<file path="config.mk">
export PLATFORM = sky130hd
export DESIGN_NAME = szc_div_pipe
export DESIGN_NICKNAME = d
export VERILOG_FILES = /design/src/hw/rtl/szc_pkg.sv /design/src/hw/rtl/szc_div_pipe.sv
export SDC_FILE = /design/constraint.sdc
export NUM_CORES = 2
export LEC_CHECK = 0
export ABC_AREA = 1
export BUFFER_PORTS_ARGS = -buffer_cell sky130_fd_sc_hd__buf_2
export CAP_MARGIN = 30
export CORE_MARGIN = 10
export CORE_UTILIZATION = 65
export DETAILED_ROUTE_END_ITERATION = 7
export PLACE_DENSITY = 0.82
export REMOVE_ABC_BUFFERS = 1
export SYNTH_ARGS = -nofsm -noshare
export SYNTH_HDL_FRONTEND = slang
export SYNTH_SLANG_ARGS = --single-unit
export TNS_END_PERCENT = 10
</file>
<file path="constraint.sdc">
create_clock -name clk -period 15.6 [get_ports clk]
set_input_delay 3.12 -clock clk [delete_from_list [all_inputs] [get_ports clk]]
set_output_delay 3.12 -clock clk [all_outputs]
set_load 0.05 [all_outputs]
</file>
<file path="src/hw/rtl/szc_pkg.sv">
// Shared widths, codes, types and helper functions of the shower depth correction core.
package szc_pkg;

  localparam int FRAC_BITS = 12;

  localparam int E_W   = 20;
  localparam int POS_W = 17;
  localparam int ZR_W  = 18;
  localparam int C_W   = 16;
  localparam int CFG_W = 18;
  localparam int IDX_W = 3;

  localparam int LOG_W = FRAC_BITS + 5;
  localparam int L2_W  = FRAC_BITS + 7;
  localparam int S_W   = FRAC_BITS + 8;
  localparam int LP_W  = L2_W + 34;
  localparam int SX_W  = S_W + 17;
  localparam int P_W   = SX_W + 16;
  localparam int D_W   = S_W - FRAC_BITS + 16;
  localparam int SUM_W = 37;
  localparam int H_W   = 19;
  localparam int RW    = SUM_W + 1;
  localparam int Q_W   = D_W - 1;
  localparam int MAG_W = Q_W + ZR_W;
  localparam int NUM_W = MAG_W + 1;
  localparam int Z_W   = Q_W + 2;

  localparam int EIGHT_F = 8 << FRAC_BITS;
  localparam int Q_UP    = (FRAC_BITS >= 12) ? FRAC_BITS - 12 : 0;
  localparam int Q_DN    = (FRAC_BITS < 12) ? 12 - FRAC_BITS : 0;
  localparam int Q_RND   = (1 << Q_DN) >> 1;

  // ln(2) in Q0.32
  localparam logic signed [33:0] LN2_S = 34'sd2977044472;

  localparam logic [ZR_W-1:0] Z_MAX = '1;

  localparam logic [1:0] ST_OK   = 2'd0;
  localparam logic [1:0] ST_ZERO = 2'd1;
  localparam logic [1:0] ST_SAT  = 2'd2;

  localparam logic [IDX_W-1:0] REG_EC     = 3'd0;
  localparam logic [IDX_W-1:0] REG_X0     = 3'd1;
  localparam logic [IDX_W-1:0] REG_ZREF   = 3'd2;
  localparam logic [IDX_W-1:0] REG_LOGC   = 3'd3;
  localparam logic [IDX_W-1:0] REG_COFF   = 3'd4;
  localparam logic [IDX_W-1:0] REG_CSCALE = 3'd5;

  typedef struct packed {
    logic [C_W-1:0]         ec;
    logic [C_W-1:0]         x0;
    logic [ZR_W-1:0]        zref;
    logic signed [C_W-1:0]  logc;
    logic signed [C_W-1:0]  coff;
    logic signed [C_W-1:0]  cscale;
  } szc_cfg_t;

  typedef struct packed {
    logic signed [POS_W-1:0] x;
    logic signed [POS_W-1:0] y;
    logic                    zero;
  } szc_side_t;

  function automatic logic [4:0] msb_pos(input logic [31:0] val);
    logic [4:0] p;
    p = '0;
    for (int i = 0; i < 32; i++) begin
      if (val[i]) p = 5'(i);
    end
    return p;
  endfunction

  // Q4.12 to FRAC_BITS fraction bits, half up when bits are dropped
  function automatic logic signed [S_W-1:0] q12_to_f(input logic signed [C_W-1:0] val);
    logic signed [S_W:0] t;
    t = (S_W + 1)'(val);
    if (FRAC_BITS >= 12) t = t <<< Q_UP;
    else t = (t + (S_W + 1)'(Q_RND)) >>> Q_DN;
    return t[S_W-1:0];
  endfunction

endpackage

</file>
<file path="src/hw/rtl/szc_div_pipe.sv">
// Cosine correction: |d|*Zref/h by restoring division, sign, Zref offset and saturation.
module szc_div_pipe
  import szc_pkg::*;
(
  input  logic                  clk,
  input  logic                  rst,
  input  logic [ZR_W-1:0]       zref,
  input  logic                  in_valid,
  output logic                  in_stall,
  input  logic [H_W-1:0]        h,
  input  logic signed [D_W-1:0] d,
  input  logic                  zero,
  output logic                  out_valid,
  input  logic                  out_stall,
  output logic [ZR_W-1:0]       z_corrected,
  output logic [1:0]            status
);

  // stage 0 product, stage 1 rounded numerator, stages 2..Q_W+1 division, last stage result
  localparam int NS = Q_W + 3;
  localparam int ND = Q_W + 1;

  logic        v [NS];
  logic [NS:0] en;

  logic [D_W-1:0]   ad;
  logic [MAG_W-1:0] mag0;
  logic [H_W-1:0]   h0;
  logic             ng0, zf0;

  logic [NUM_W-1:0] rm [ND];
  logic [Q_W-1:0]   qq [ND];
  logic [H_W-1:0]   hh [ND];
  logic             ng [ND];
  logic             zf [ND];

  logic signed [Z_W-1:0] corr, zs;
  logic [ZR_W-1:0]       z_res;
  logic [1:0]            st_res;

  assign en[NS] = ~out_stall;
  for (genvar k = 0; k < NS; k++) begin : g_en
    assign en[k] = ~v[k] | en[k+1];
  end
  assign in_stall = ~en[0];

  always_ff @(posedge clk) begin
    if (rst) begin
      for (int k = 0; k < NS; k++) v[k] <= 1'b0;
    end else begin
      if (en[0]) v[0] <= in_valid;
      for (int k = 1; k < NS; k++) begin
        if (en[k]) v[k] <= v[k-1];
      end
    end
  end

  assign ad = d[D_W-1] ? D_W'(-d) : D_W'(d);

  always_ff @(posedge clk) begin
    if (en[0]) begin
      mag0 <= ad[Q_W-1:0] * zref;
      h0   <= h;
      ng0  <= d[D_W-1];
      zf0  <= zero;
    end
    // numerator with half the divisor added, for round to nearest
    if (en[1]) begin
      rm[0] <= NUM_W'(mag0) + NUM_W'(h0 >> 1);
      qq[0] <= '0;
      hh[0] <= h0;
      ng[0] <= ng0;
      zf[0] <= zf0;
    end
  end

  for (genvar j = 1; j < ND; j++) begin : g_div
    localparam int QB = Q_W - j;
    logic [NUM_W:0] hs;
    logic           ge;

    assign hs = (NUM_W + 1)'(hh[j-1]) << QB;
    assign ge = ((NUM_W + 1)'(rm[j-1]) >= hs);

    always_ff @(posedge clk) begin
      if (en[j+1]) begin
        rm[j] <= ge ? rm[j-1] - hs[NUM_W-1:0] : rm[j-1];
        qq[j] <= qq[j-1] | (ge ? (Q_W'(1) << QB) : '0);
        hh[j] <= hh[j-1];
        ng[j] <= ng[j-1];
        zf[j] <= zf[j-1];
      end
    end
  end

  // zero Zref means a zero cosine; h is zero only then
  assign corr = (zref == '0) ? '0 :
                ng[ND-1] ? -Z_W'(qq[ND-1]) : Z_W'(qq[ND-1]);
  assign zs   = Z_W'(zref) + corr;

  always_comb begin
    if (zf[ND-1]) begin
      z_res  = '0;
      st_res = ST_ZERO;
    end else if (zs < 0) begin
      z_res  = '0;
      st_res = ST_SAT;
    end else if (zs > Z_W'(Z_MAX)) begin
      z_res  = Z_MAX;
      st_res = ST_SAT;
    end else begin
      z_res  = zs[ZR_W-1:0];
      st_res = ST_OK;
    end
  end

  always_ff @(posedge clk) begin
    if (en[NS-1]) begin
      z_corrected <= z_res;
      status      <= st_res;
    end
  end

  assign out_valid = v[NS-1];

endmodule

</file>
==> impl_metrics.py <==
metrics = {
    "global_route": {
        "grt_usage_pct": 29.2,
        "grt_pass1_wl_mm": 414,
        "first_global_vias": 74300,
        "grt_start_max_net_pins": 85,
        "overflow": 0,
        "antenna_found_initial": 6,
    },
    "synth": {
        "synthesis.area_um2": 106000,
        "avgSynthCellArea_um2": 10.2,
        "synth_warnings": 0,
        "synth-xor-area-share_pct": 5.71,
        "yosys.area_share.simple_pct": 14.0,
        "syn_inst": 10400,
        "synth_top_family_by_area": "simple AND/OR/NAND/NOR gates",
        "synth_edf_count": 1835,
        "ys_seq_area_share_pct": 51.8,
        "synth-adder-area-share_pct": 13.7,
        "async_flop_share_pct": 0,
        "ys_types": 75,
        "ys_seq_elements": 1835,
        "synthMuxAreaShare_pct": 0.0518,
        "synthFlopType": "edfxtp_1",
        "synth-compound-area-share_pct": 7.98,
    },
    "placed_design": {
        "port_buffers": 87,
        "dp_hpwl_mm": 201,
        "gp_congestion": 0.955,
    },
    "die": {
        "core_area_um2": 163000,
        "die_area_um2": 180000,
        "io_pins": 88,
        "core.rowCount": 148,
        "start_util_pct": 65.4,
        "die_h_um": 424,
        "die_x_um": 424,
    },
    "worst_hold_path": {
        "hold_class": "flip-flop to flip-flop",
    },
    "timing": {
        "drv_slew": 0,
        "slew-limit-headroom_pct": 32.4,
        "clock_skew_ns": 0.0398,
        "finalCritPeriodShare_pct": 71.6,
        "finalSetupViolCount": 0,
        "rsz0062_at_grt": "false",
        "hold_viol": 0,
        "max_freq_mhz": 89.5,
        "max_slew.worst_pin.slew_ns": 1.01,
        "whs_ns": 0.414,
        "finalCriticalPeriod_ns": 11.17,
        "setup_total_negative_slack_ns": 0,
    },
    "setup_path": {
        "start_kind": "primary input",
        "end_kind": "primary output",
        "critPathCapture": "in_stall",
        "cp.depth": 20,
        "crit_family": "simple AND/OR/NAND/NOR gates",
        "arrival_ns": 8.05,
        "max_stage_delay_ns": 0.54,
        "cp_slowest_cell": "nand4_4",
        "reg2reg_slack_ns": 9.90,
        "reg2reg_to": "mag0[17]",
        "crit_fanout": 68,
        "crit_buf_inv": 7,
        "worstRegToRegCells": 18,
        "crit_start": "out_stall",
        "cp_cell_sequence": "buf_2, nand3_2, buf_4, nor2_4, nand4_4, nor2_4, nand4_4, nor2_4, nand4_4, nor2_4, nand4_4, buf_4, buf_16, nor2_4, nand4_4, buf_4, nor2_4, nand4_4, inv_1, buf_2",
        "required_ns": 12.48,
        "timing_worst_setup_path_type": "primary input to primary output",
        "regToRegStartpoint": "v[1][8]",
    },
    "clock_tree": {
        "cts_sinks": 1835,
        "cts_resized": 0,
        "cts_buffers": 183,
        "hold_buffers": 0,
        "clockBufferDepth": 3,
        "cts_tree": "done",
        "insertion_delay_ns": 0.82,
        "h-tree-depth": 4,
        "clkTransAtPathRegs_ns": 0.06,
        "postCtsSetupBuffers": 0,
        "cts_root_buffer": "clkbuf_16",
    },
    "route": {
        "wl_mm": 268,
        "wire_per_inst_um": 20.8,
        "drt-initial-drc-count": 7640,
        "dr_total_vias": 75300,
        "via_per_inst": 5.85,
        "dr.pass1.iters": 7,
        "drc": 0,
        "postRouteAntennaNets": 0,
    },
    "pwr": {
        "power_density_nw_per_um2": 228,
        "p_leak_uw": 0.0490,
        "power_uw": 26400,
        "ir_drop_mv": 0.361,
    },
    "cells_and_area": {
        "fin_nets": 11600,
        "area.growth.synth_to_final_pct": 8.90,
        "post-route-util_pct": 71.2,
        "layout-drive-gt1-share_pct": 5.33,
    },
    "status": {
        "status": "finished, final reports clean",
    },
    "run": {
        "cap_violations": 0,
    },
}
==> where the power goes <==
group	internal (uW)	switching (uW)
sequential	7970	1240
combinational	4730	7830
clock	2650	1970
total	15400	11000
==> worst min-delay path by stage <==
stage / startpoint / end / slack (ns) / cells after the start
2_1_floorplan: h0[0] / hh[0][0] / 0.40 / 0
3_3_place_gp: zf[8] / zf[9] / 0.40 / 0
3_5_place_dp: qq[0][134] / qq[0][157] / 0.40 / 0
4_1_cts: ng[1][0] / ng[1][1] / 0.39 / 0
5_1_grt: ng[1][0] / ng[1][1] / 0.40 / 0
6_report: qq[0][183] / qq[1][22] / 0.41 / 0
==> flip-flops by register name, summed over array words and instances, names as in the netlist <==
signal,count
h0,19
qq,276
zf0,1
v,26
status,2
mag0,41
z_corrected,18
ng0,1
ng,24
hh,437
rm,966
zf,24
==> placed cells by master, fill, tap and decap left out, types with 12 or more instances in the layout <==
master and instances:
edfxtp_1 1835, inv_1 1674, nand2_1 1557, nor2_1 1102
a21oi_1 701, ha_1 590, o21ai_0 541, xor2_1 366
fa_1 360, xnor2_1 324, nand3_1 260, clkbuf_16 184
nor3_1 141, nand4_1 137, nor4_1 132, buf_2 91
clkinv_1 51, a31oi_1 44, buf_4 41, o211ai_1 40
o21ai_1 39, clkinv_2 35, or2_2 33, o21a_1 29
bufinv_16 28, inv_2 23, o21bai_1 22, o2111ai_1 20
nand3b_1 18, a21o_1 18, clkinvlp_4 18, clkbuf_1 16
o221ai_1 15, nor2_4 14, a21boi_0 12, a21boi_1 12
==> cell families after synthesis <==
kind of cell | Yosys count
flip-flops | 1835
AO/OA/AOI/OAI | 1549
AND/OR/NAND/NOR | 3482
adder cells (fa/ha/maj) | 950
multiplexers | 5
buffers and inverters | 1869
XOR/XNOR | 691
==> routing by layer <==
metal	global-route usage, %	vias up	wire, um
met1	39.3	36400	111000
li1	-	35400	-
met2	49.0	2955	130000
met4	9.41	10	8900
met5	0	-	69
met3	4.20	569	18000
==> synth_stat cells, types with 8 or more instances <==
| cell type | n | area, um2 |
|---|---|---|
| nor3_1 | 141 | 706 |
| nand3b_1 | 18 | 135 |
| clkinv_1 | 10 | 37.5 |
| fa_1 | 360 | 7210 |
| o21ai_1 | 39 | 195 |
| clkbuf_1 | 112 | 420 |
| a21boi_0 | 12 | 90.1 |
| buf_2 | 36 | 180 |
| xnor2_1 | 324 | 2840 |
| or4_1 | 11 | 82.6 |
| nor3_2 | 10 | 100 |
| a21oi_1 | 701 | 3510 |
| o221ai_1 | 15 | 131 |
| a21o_1 | 18 | 135 |
| or2_2 | 33 | 206 |
| xor2_1 | 366 | 3210 |
| nor4_1 | 133 | 832 |
| o21a_1 | 29 | 218 |
| ha_1 | 590 | 7380 |
| o2111ai_1 | 21 | 184 |
| o21ai_0 | 541 | 2710 |
| nand3_1 | 260 | 1300 |
| o31ai_1 | 9 | 67.6 |
| nor2_4 | 14 | 158 |
| inv_1 | 1686 | 6330 |
| nand2_1 | 1560 | 5860 |
| a31oi_1 | 44 | 275 |
| o21bai_1 | 22 | 165 |
| nand3_2 | 10 | 100 |
| a21boi_1 | 12 | 90.1 |
| nand4_1 | 137 | 857 |
| o211ai_1 | 40 | 300 |
| nor2_1 | 1105 | 4150 |
| and3_1 | 8 | 50.1 |
| edfxtp_1 | 1835 | 55100 |
| nor2_2 | 8 | 50.1 |
| inv_2 | 13 | 48.8 |
| a211oi_1 | 11 | 82.6 |
==> layout make-up <==
class                           instances  area (um2)
Inverter                             1710        6420
Sequential cell                      1835       55100
Fill cell                           11700       46800
Antenna cell                            2        5.00
Tap cell                             2175        2720
Timing Repair Buffer                  141         998
Multi-Input combinational cell       6677       44200
Clock inverter                        141        1680
Clock buffer                          200        4660
==> per-stage QoR <==
| step | instances | cell area (um2) | setup slack, ns |
|---|---|---|---|
| floorplan | 10200 | 106000 | 0.603 |
| global placement | 12500 | 109000 | 4.34 |
| detailed placement | 12500 | 109000 | 4.28 |
| CTS | 12900 | 116000 | 4.29 |
| global route | 12900 | 116000 | 4.10 |
| finish | 12900 | 116000 | 4.43 |
Note: power is estimated with default switching activity, not from simulation.
