`config.mk`:
```
export PLATFORM = sky130hd
export DESIGN_NAME = szc_root_pipe
export DESIGN_NICKNAME = d
export VERILOG_FILES = /design/src/hw/rtl/szc_pkg.sv /design/src/hw/rtl/szc_root_pipe.sv
export SDC_FILE = /design/constraint.sdc
export NUM_CORES = 1
export LEC_CHECK = 0
export CAP_MARGIN = 20
export CORE_AREA = 4 4 323 325
export DETAILED_ROUTE_END_ITERATION = 10
export DIE_AREA = 0 0 327 329
export DONT_BUFFER_PORTS = 1
export PLACE_DENSITY_LB_ADDON = 0.3
export SYNTH_ARGS = -nofsm -noshare
export SYNTH_HDL_FRONTEND = slang
export SYNTH_SLANG_ARGS = --single-unit
export TNS_END_PERCENT = 50
```
`constraint.sdc`:
```
create_clock -name clk -period 17.8 [get_ports clk]
set_clock_uncertainty 0.05 [all_clocks]
set_input_delay 2.67 -clock clk [delete_from_list [all_inputs] [get_ports clk]]
set_output_delay 2.67 -clock clk [all_outputs]
set_load 0.005 [all_outputs]
```
`src/hw/rtl/szc_pkg.sv`:
```
// Shared widths, codes, types and helper functions of the shower depth correction core.
package szc_pkg;

  localparam int FRAC_BITS = 12;

  localparam int E_W   = 20;
  localparam int POS_W = 17;
  localparam int ZR_W  = 18;
  localparam int C_W   = 16;
  localparam int CFG_W = 18;
  localparam int IDX_W = 3;

  localparam int LOG_W = FRAC_BITS + 5;
  localparam int L2_W  = FRAC_BITS + 7;
  localparam int S_W   = FRAC_BITS + 8;
  localparam int LP_W  = L2_W + 34;
  localparam int SX_W  = S_W + 17;
  localparam int P_W   = SX_W + 16;
  localparam int D_W   = S_W - FRAC_BITS + 16;
  localparam int SUM_W = 37;
  localparam int H_W   = 19;
  localparam int RW    = SUM_W + 1;
  localparam int Q_W   = D_W - 1;
  localparam int MAG_W = Q_W + ZR_W;
  localparam int NUM_W = MAG_W + 1;
  localparam int Z_W   = Q_W + 2;

  localparam int EIGHT_F = 8 << FRAC_BITS;
  localparam int Q_UP    = (FRAC_BITS >= 12) ? FRAC_BITS - 12 : 0;
  localparam int Q_DN    = (FRAC_BITS < 12) ? 12 - FRAC_BITS : 0;
  localparam int Q_RND   = (1 << Q_DN) >> 1;

  // ln(2) in Q0.32
  localparam logic signed [33:0] LN2_S = 34'sd2977044472;

  localparam logic [ZR_W-1:0] Z_MAX = '1;

  localparam logic [1:0] ST_OK   = 2'd0;
  localparam logic [1:0] ST_ZERO = 2'd1;
  localparam logic [1:0] ST_SAT  = 2'd2;

  localparam logic [IDX_W-1:0] REG_EC     = 3'd0;
  localparam logic [IDX_W-1:0] REG_X0     = 3'd1;
  localparam logic [IDX_W-1:0] REG_ZREF   = 3'd2;
  localparam logic [IDX_W-1:0] REG_LOGC   = 3'd3;
  localparam logic [IDX_W-1:0] REG_COFF   = 3'd4;
  localparam logic [IDX_W-1:0] REG_CSCALE = 3'd5;

  typedef struct packed {
    logic [C_W-1:0]         ec;
    logic [C_W-1:0]         x0;
    logic [ZR_W-1:0]        zref;
    logic signed [C_W-1:0]  logc;
    logic signed [C_W-1:0]  coff;
    logic signed [C_W-1:0]  cscale;
  } szc_cfg_t;

  typedef struct packed {
    logic signed [POS_W-1:0] x;
    logic signed [POS_W-1:0] y;
    logic                    zero;
  } szc_side_t;

  function automatic logic [4:0] msb_pos(input logic [31:0] val);
    logic [4:0] p;
    p = '0;
    for (int i = 0; i < 32; i++) begin
      if (val[i]) p = 5'(i);
    end
    return p;
  endfunction

  // Q4.12 to FRAC_BITS fraction bits, half up when bits are dropped
  function automatic logic signed [S_W-1:0] q12_to_f(input logic signed [C_W-1:0] val);
    logic signed [S_W:0] t;
    t = (S_W + 1)'(val);
    if (FRAC_BITS >= 12) t = t <<< Q_UP;
    else t = (t + (S_W + 1)'(Q_RND)) >>> Q_DN;
    return t[S_W-1:0];
  endfunction

endpackage

```
`src/hw/rtl/szc_root_pipe.sv`:
```
// Integer square root pipeline, one result bit per stage.
module szc_root_pipe
  import szc_pkg::*;
(
  input  logic                  clk,
  input  logic                  rst,
  input  logic                  in_valid,
  output logic                  in_stall,
  input  logic [SUM_W-1:0]      sum,
  input  logic signed [D_W-1:0] d_in,
  input  logic                  zero_in,
  output logic                  out_valid,
  input  logic                  out_stall,
  output logic [H_W-1:0]        h,
  output logic signed [D_W-1:0] d_out,
  output logic                  zero_out
);

  localparam int NS = H_W;

  logic                  v  [NS];
  logic [RW-1:0]         rr [NS];
  logic [SUM_W-1:0]      rm [NS];
  logic signed [D_W-1:0] dd [NS];
  logic                  zz [NS];
  logic [NS:0]           en;

  assign en[NS] = ~out_stall;
  for (genvar k = 0; k < NS; k++) begin : g_en
    assign en[k] = ~v[k] | en[k+1];
  end
  assign in_stall = ~en[0];

  for (genvar k = 0; k < NS; k++) begin : g_step
    localparam logic [RW-1:0] BIT = RW'(1) << (2 * (H_W - 1 - k));
    logic [RW-1:0]         rp, t;
    logic [SUM_W-1:0]      mp;
    logic signed [D_W-1:0] dp;
    logic                  zp, vp, ge;

    if (k == 0) begin : g_first
      assign rp = '0;
      assign mp = sum;
      assign dp = d_in;
      assign zp = zero_in;
      assign vp = in_valid;
    end else begin : g_next
      assign rp = rr[k-1];
      assign mp = rm[k-1];
      assign dp = dd[k-1];
      assign zp = zz[k-1];
      assign vp = v[k-1];
    end

    assign t  = rp + BIT;
    assign ge = (RW'(mp) >= t);

    always_ff @(posedge clk) begin
      if (rst) v[k] <= 1'b0;
      else if (en[k]) v[k] <= vp;
    end

    always_ff @(posedge clk) begin
      if (en[k]) begin
        if (ge) begin
          rm[k] <= mp - t[SUM_W-1:0];
          rr[k] <= (rp >> 1) + BIT;
        end else begin
          rm[k] <= mp;
          rr[k] <= rp >> 1;
        end
        dd[k] <= dp;
        zz[k] <= zp;
      end
    end
  end

  assign out_valid = v[NS-1];
  assign h         = rr[NS-1][H_W-1:0];
  assign d_out     = dd[NS-1];
  assign zero_out  = zz[NS-1];

endmodule

```
==> impl_metrics.json, run 1 <==
{
  "io_buffers": 0,
  "register_area_um2": 40500,
  "nNetsFinal": 3999,
  "ys_warn_count": 0,
  "cts_made_buffers": 136,
  "routedWlPerCell_um": 18.2,
  "fp.dieArea_um2": 108000,
  "async_reset_ff_share_pct": 0,
  "cp_top_family": "buffers and inverters",
  "cp-end-kind": "output port",
  "clock_latency_ns": 0.75,
  "gr-total-overflow": 0,
  "synth-edff-count": 1350,
  "syn-num-nets": 3876,
  "critPathSlowestCell": "buf_4",
  "drt_iter0_markers": 1763,
  "grt_max_degree": 81,
  "finalPower_mw": 8.96,
  "start_util_pct": 54.5,
  "power.leakage_nw": 23.8,
  "post-route-min-period_ns": 9.62,
  "fill_cells": 7274,
  "arrival_ns": 6.90,
  "ant_nets": 0,
  "maxCapViolations": 0,
  "dieWidth_um": 327,
  "hold_path.class": "flip-flop to flip-flop",
  "timing.final.crit_share_pct": 54.0,
  "slowest_delay_ns": 0.70,
  "top_level_ports": 112,
  "cp.buffers_inverters": 8,
  "critPathRequiredTime_ns": 15.08,
  "groute.usage.overall_pct": 17.9,
  "yosysUniqueCellTypes": 85,
  "ys.flop_type": "edfxtp_1",
  "ctsRootBufferMaster": "clkbuf_16",
  "fin_tns_setup_ns": 0,
  "fin_cells": 5199,
  "grt_pass1_vias": 29000,
  "drive_gt1_share_pct": 7.96,
  "synth_cells": 3604,
  "start_kind": "input port",
  "vias_per_cell": 5.45,
  "powerDensity_nw_per_um2": 146,
  "syn_area_um2": 55300,
  "rsz0062_at_grt": "false",
  "peakVddDrop_v": 0.0000916,
  "drc": 0,
  "die_h_um": 329,
  "num_vias": 28400,
  "drt-pass1-iter-count": 5,
  "crit_fanout": 73,
  "antenna_found_initial": 1,
  "synth-seq-cells": 1350,
  "grt_first_pass_wirelength_mm": 152,
  "dp_hpwl_mm": 65.5,
  "max_freq_ghz": 0.104,
  "coreArea_um2": 101000,
  "routed_wl_mm": 94.7,
  "final_cell_mix": "1350 x edfxtp_1, 249 x inv_1, 218 x nor2_1",
  "crit_type": "input port to output port",
  "yosysSeqAreaShare_pct": 73.3,
  "row_count": 117,
  "syn_avg_cell_area_um2": 15.4,
  "status": "complete, no violations",
  "area_delta_synth_final_pct": 11.1,
  "cp_cell_sequence": "and4_1, clkinv_2, nor3_2, buf_4, and2_1, inv_2, buf_4, nor2_2, inv_2, buf_4, nor2_1, nand2_2, buf_4, inv_1",
  "postCtsSetupRepairBufs": 0,
  "hold_viol": 0,
  "relSlewSlack_pct": 30.1,
  "clkTransAtPathRegs_ns": 0.06,
  "finalSetupViolCount": 0,
  "cts.sinks": 1350,
  "crit_top_cell": "buf_4",
  "drv_slew": 0,
  "routabilityCongestion": 0.934,
  "layout_commonest_cell": "edfxtp_1",
  "multi_input_area_um2": 13700,
  "cts_tree": "built",
  "cts_resized": 0,
  "holdBufCountCts": 0,
  "place_inst": 4955,
  "clockBufferDepth": 3,
  "htreeDepth": 4,
  "worst_pin_slew_ns": 1.04
}
-- final cells by class --
type	instances	share of cell area, %
flip-flops and latches	1350	65.9
clock buffers	169	5.84
multi-input cells	1950	22.2
diodes	1	0.00407
clock inverters	72	1.26
inverters	264	1.62
well taps	1368	2.78
repair buffers	25	0.330
-- cells in the mapped netlist, types with 20 or more instances --
cell type | number | area share (%)
edfxtp_1 | 1350 | 73
inv_1 | 261 | 1.8
or3_1 | 34 | 0.38
a211oi_1 | 26 | 0.35
xnor2_1 | 131 | 2.1
clkbuf_1 | 27 | 0.18
mux2_2 | 34 | 0.69
nor4_1 | 109 | 1.2
o21ai_0 | 112 | 1.0
xor2_1 | 131 | 2.1
ha_1 | 205 | 4.6
nand4_1 | 49 | 0.55
nand3_1 | 45 | 0.41
nand2_1 | 160 | 1.1
a21o_1 | 51 | 0.69
nand2b_1 | 45 | 0.51
nor3_1 | 69 | 0.62
a21oi_1 | 168 | 1.5
o21a_1 | 40 | 0.54
nor2b_1 | 27 | 0.31
or2_2 | 20 | 0.23
nor2_1 | 218 | 1.5
-- layer usage --
layer	track usage, %	share of wire (%)	up-vias
li1	-	-	13900
met1	18.5	37	13700
met2	35.5	56	593
met3	3.45	3.7	194
met4	6.95	3.4	0
met5	0	0	-
-- registers in the layout, summed over array words and instances (netlist names) --
register and count:
v 19, dd 456, rm 666, rr 190, zz 19
-- stage by stage --
step / util (%) / cell area, µm² / setup slack [ns] / hold slack, ns
after floorplan: - / 55300 / 5.73 / 0.350
after global placement: 56.2 / 57100 / 8.32 / 0.350
after detailed placement: 56.3 / 57100 / 8.16 / 0.355
after CTS: 60.6 / 61400 / 8.13 / 0.354
after global routing: 60.6 / 61500 / 7.81 / 0.361
final: 60.6 / 61500 / 8.18 / 0.360
-- report_power, final --
part           total (mW)  leakage, nW  switching [mW]  internal (mW)
clock network        2.76         2.12            1.18           1.58
registers            4.52         14.0           0.353           4.17
logic                1.68         7.65           0.900          0.777
-- cell families (layout without fill, tap and decap cells) --
family,count (synthesis),after routing,synth area share (%)
xor gates and xnor gates,262,262,4.15
DFF,1350,1350,73.3
adders and majority gates,206,206,4.67
and+or+nand+nor,904,904,8.63
AOI/OAI and AO/OA,524,524,6.10
other,0,1,0
muxes,54,54,1.08
buffers and inverters,304,530,2.09
-- path summary, 6_finish.rpt --
path,start,to,slack (ns),cells after the start
setup / recovery,out_stall,in_stall,8.18,14
hold / removal,dd[13][11]$_DFFE_PP_,dd[14][11]$_DFFE_PP_,0.36,0
setup reg to reg,v[18]$_DFFE_PP_,v[0]$_DFFE_PP_,12.63,15
hold reg to reg,dd[13][11]$_DFFE_PP_,dd[14][11]$_DFFE_PP_,0.36,0
Power figures use the tool's default switching activity.
==> inputs of run 2 (changes only) <==
Clock period 17.8 ns to 8.9 ns, I/O delays scaled along.
==> run 2 against run 1 <==
Die area unchanged. Worst setup slack worse by 5.2 ns. Highest routed layer is now met5. Critical endpoint unchanged. Sequential power is 100% higher. Global-route usage rose by 0.058 points. Worst hold slack worse by 0.017 ns. Via count increased by 0.38%. Clock power is 100% higher. First-iteration DRC count down 2.3%. Power grew 100%. Register-to-register slack lost 8.2 ns.
==> impl_metrics.json, run 2 (same netlist as run 1, synthesis figures left out) <==
{
  "hold_path.class": "flip-flop to flip-flop",
  "top_level_ports": 112,
  "start_util_pct": 54.5,
  "hold_viol": 0,
  "r2r-start": "v[17]$_DFFE_PP_",
  "register_area_um2": 40500,
  "cts_tree": "built",
  "grt_first_pass_wirelength_mm": 153,
  "largest_register_ffs": 666,
  "slowest_delay_ns": 0.44,
  "ant_nets": 0,
  "maxCapViolations": 0,
  "crit_type": "input port to output port",
  "arrival_ns": 4.51,
  "routedWlPerCell_um": 18.1,
  "power.leakage_nw": 23.8,
  "num_vias": 28500,
  "worst_pin_slew_ns": 1.03,
  "nNetsFinal": 3999,
  "cp_cell_sequence": "and4_1, clkinv_2, nor3_2, buf_4, and2_1, inv_2, nor2_2, inv_2, nor2_1, nand2_2, buf_4, inv_1",
  "crit_fanout": 66,
  "critPathRequiredTime_ns": 7.52,
  "cts.sinks": 1350,
  "top_regs": "rm: 666 flops, dd: 456 flops, rr: 190 flops",
  "cts_resized": 0,
  "dieWidth_um": 327,
  "start_kind": "input port",
  "powerDensity_nw_per_um2": 292,
  "drt-pass1-iter-count": 5,
  "drive_gt1_share_pct": 8.29,
  "timing.final.crit_share_pct": 66.3,
  "groute.usage.overall_pct": 18.0,
  "status": "complete, no violations",
  "postCtsSetupRepairBufs": 0,
  "cp_top_family": "simple AND/OR/NAND/NOR gates",
  "hold_ws_ns": 0.343,
  "max_freq_ghz": 0.170,
  "worst_slack_ns": 3.00,
  "finish.utilization_pct": 60.7,
  "area_delta_synth_final_pct": 11.4,
  "coreArea_um2": 101000,
  "cp-end-kind": "output port",
  "clockBufferDepth": 3,
  "grt_pass1_vias": 29300,
  "cp.buffers_inverters": 6,
  "rsz0062_at_grt": "false",
  "critPathSlowestCell": "clkinv_2",
  "holdBufCountCts": 0,
  "drt_iter0_markers": 1722,
  "gr-total-overflow": 0,
  "multi_input_area_um2": 13700,
  "fin_tns_setup_ns": 0,
  "layout_commonest_cell": "edfxtp_1",
  "final_cell_mix": "1350 x edfxtp_1, 249 x inv_1, 218 x nor2_1",
  "pre_cts_ws_ns": 3.00,
  "row_count": 117,
  "relSlewSlack_pct": 31.4,
  "finalSetupViolCount": 0,
  "die_h_um": 329,
  "cts_made_buffers": 136,
  "io_buffers": 0,
  "drc": 0,
  "dp_hpwl_mm": 65.8,
  "ctsRootBufferMaster": "clkbuf_16",
  "peakVddDrop_v": 0.000184,
  "drv_slew": 0,
  "fill_cells": 7268,
  "clkTransAtPathRegs_ns": 0.06,
  "routabilityCongestion": 0.930,
  "htreeDepth": 4,
  "hp-start": "dd[5][21]$_DFFE_PP_",
  "post-route-min-period_ns": 5.90,
  "antenna_found_initial": 4,
  "fp.dieArea_um2": 108000,
  "routed_wl_mm": 94.4,
  "regMostFlops": "rm",
  "clock_latency_ns": 0.78,
  "vias_per_cell": 5.47,
  "grt_max_degree": 81,
  "startpoint": "out_stall"
}
run 2: cell types whose count changed in the layout (fill, tap and decap cells not counted), sizes merged:
cell	previous run	this run
clkinv	59	75
clkbuf	169	155
clkinvlp	1	4
bufinv	9	11
inv	267	265
run 2: final timing paths:
kind         cells past startpoint  slack [ns]                  end
max                             12        3.00             in_stall
min reg2reg                      0        0.34  dd[6][21]$_DFFE_PP_
max reg2reg                     12        4.41  rm[8][33]$_DFFE_PP_
min                              0        0.34  dd[6][21]$_DFFE_PP_
run 2: layer usage:
layer	wire [µm]	global-route usage, %	up-vias
li1	-	-	13900
met5	41	0	-
met4	3860	8.49	6
met3	3290	2.91	223
met1	34400	18.9	13700
met2	52800	35.0	623
run 2: layout make-up:
cell class	count	area share (%)
clock buffer	155	5.64
antenna	1	0.00406
multi-input combinational	1950	22.2
tap	1368	2.78
clock inverter	91	1.71
inverter	264	1.61
sequential	1350	65.8
timing repair buffer	25	0.317
run 2: stage by stage:
step                      instances  total power [mW]  area, µm²
after floorplan                3604              11.6      55300
after global placement         4955              12.4      57100
after detailed placement       4955              12.5      57100
after CTS                      5201              18.2      61600
after global routing           5204              19.0      61600
final                          5204              18.0      61600
run 2: report_power, final:
part	internal [mW]	leakage (nW)	switching, mW
combinational	1.55	7.65	1.79
sequential	8.34	14.0	0.718
clock	3.19	2.18	2.42
total	13.1	23.8	4.93
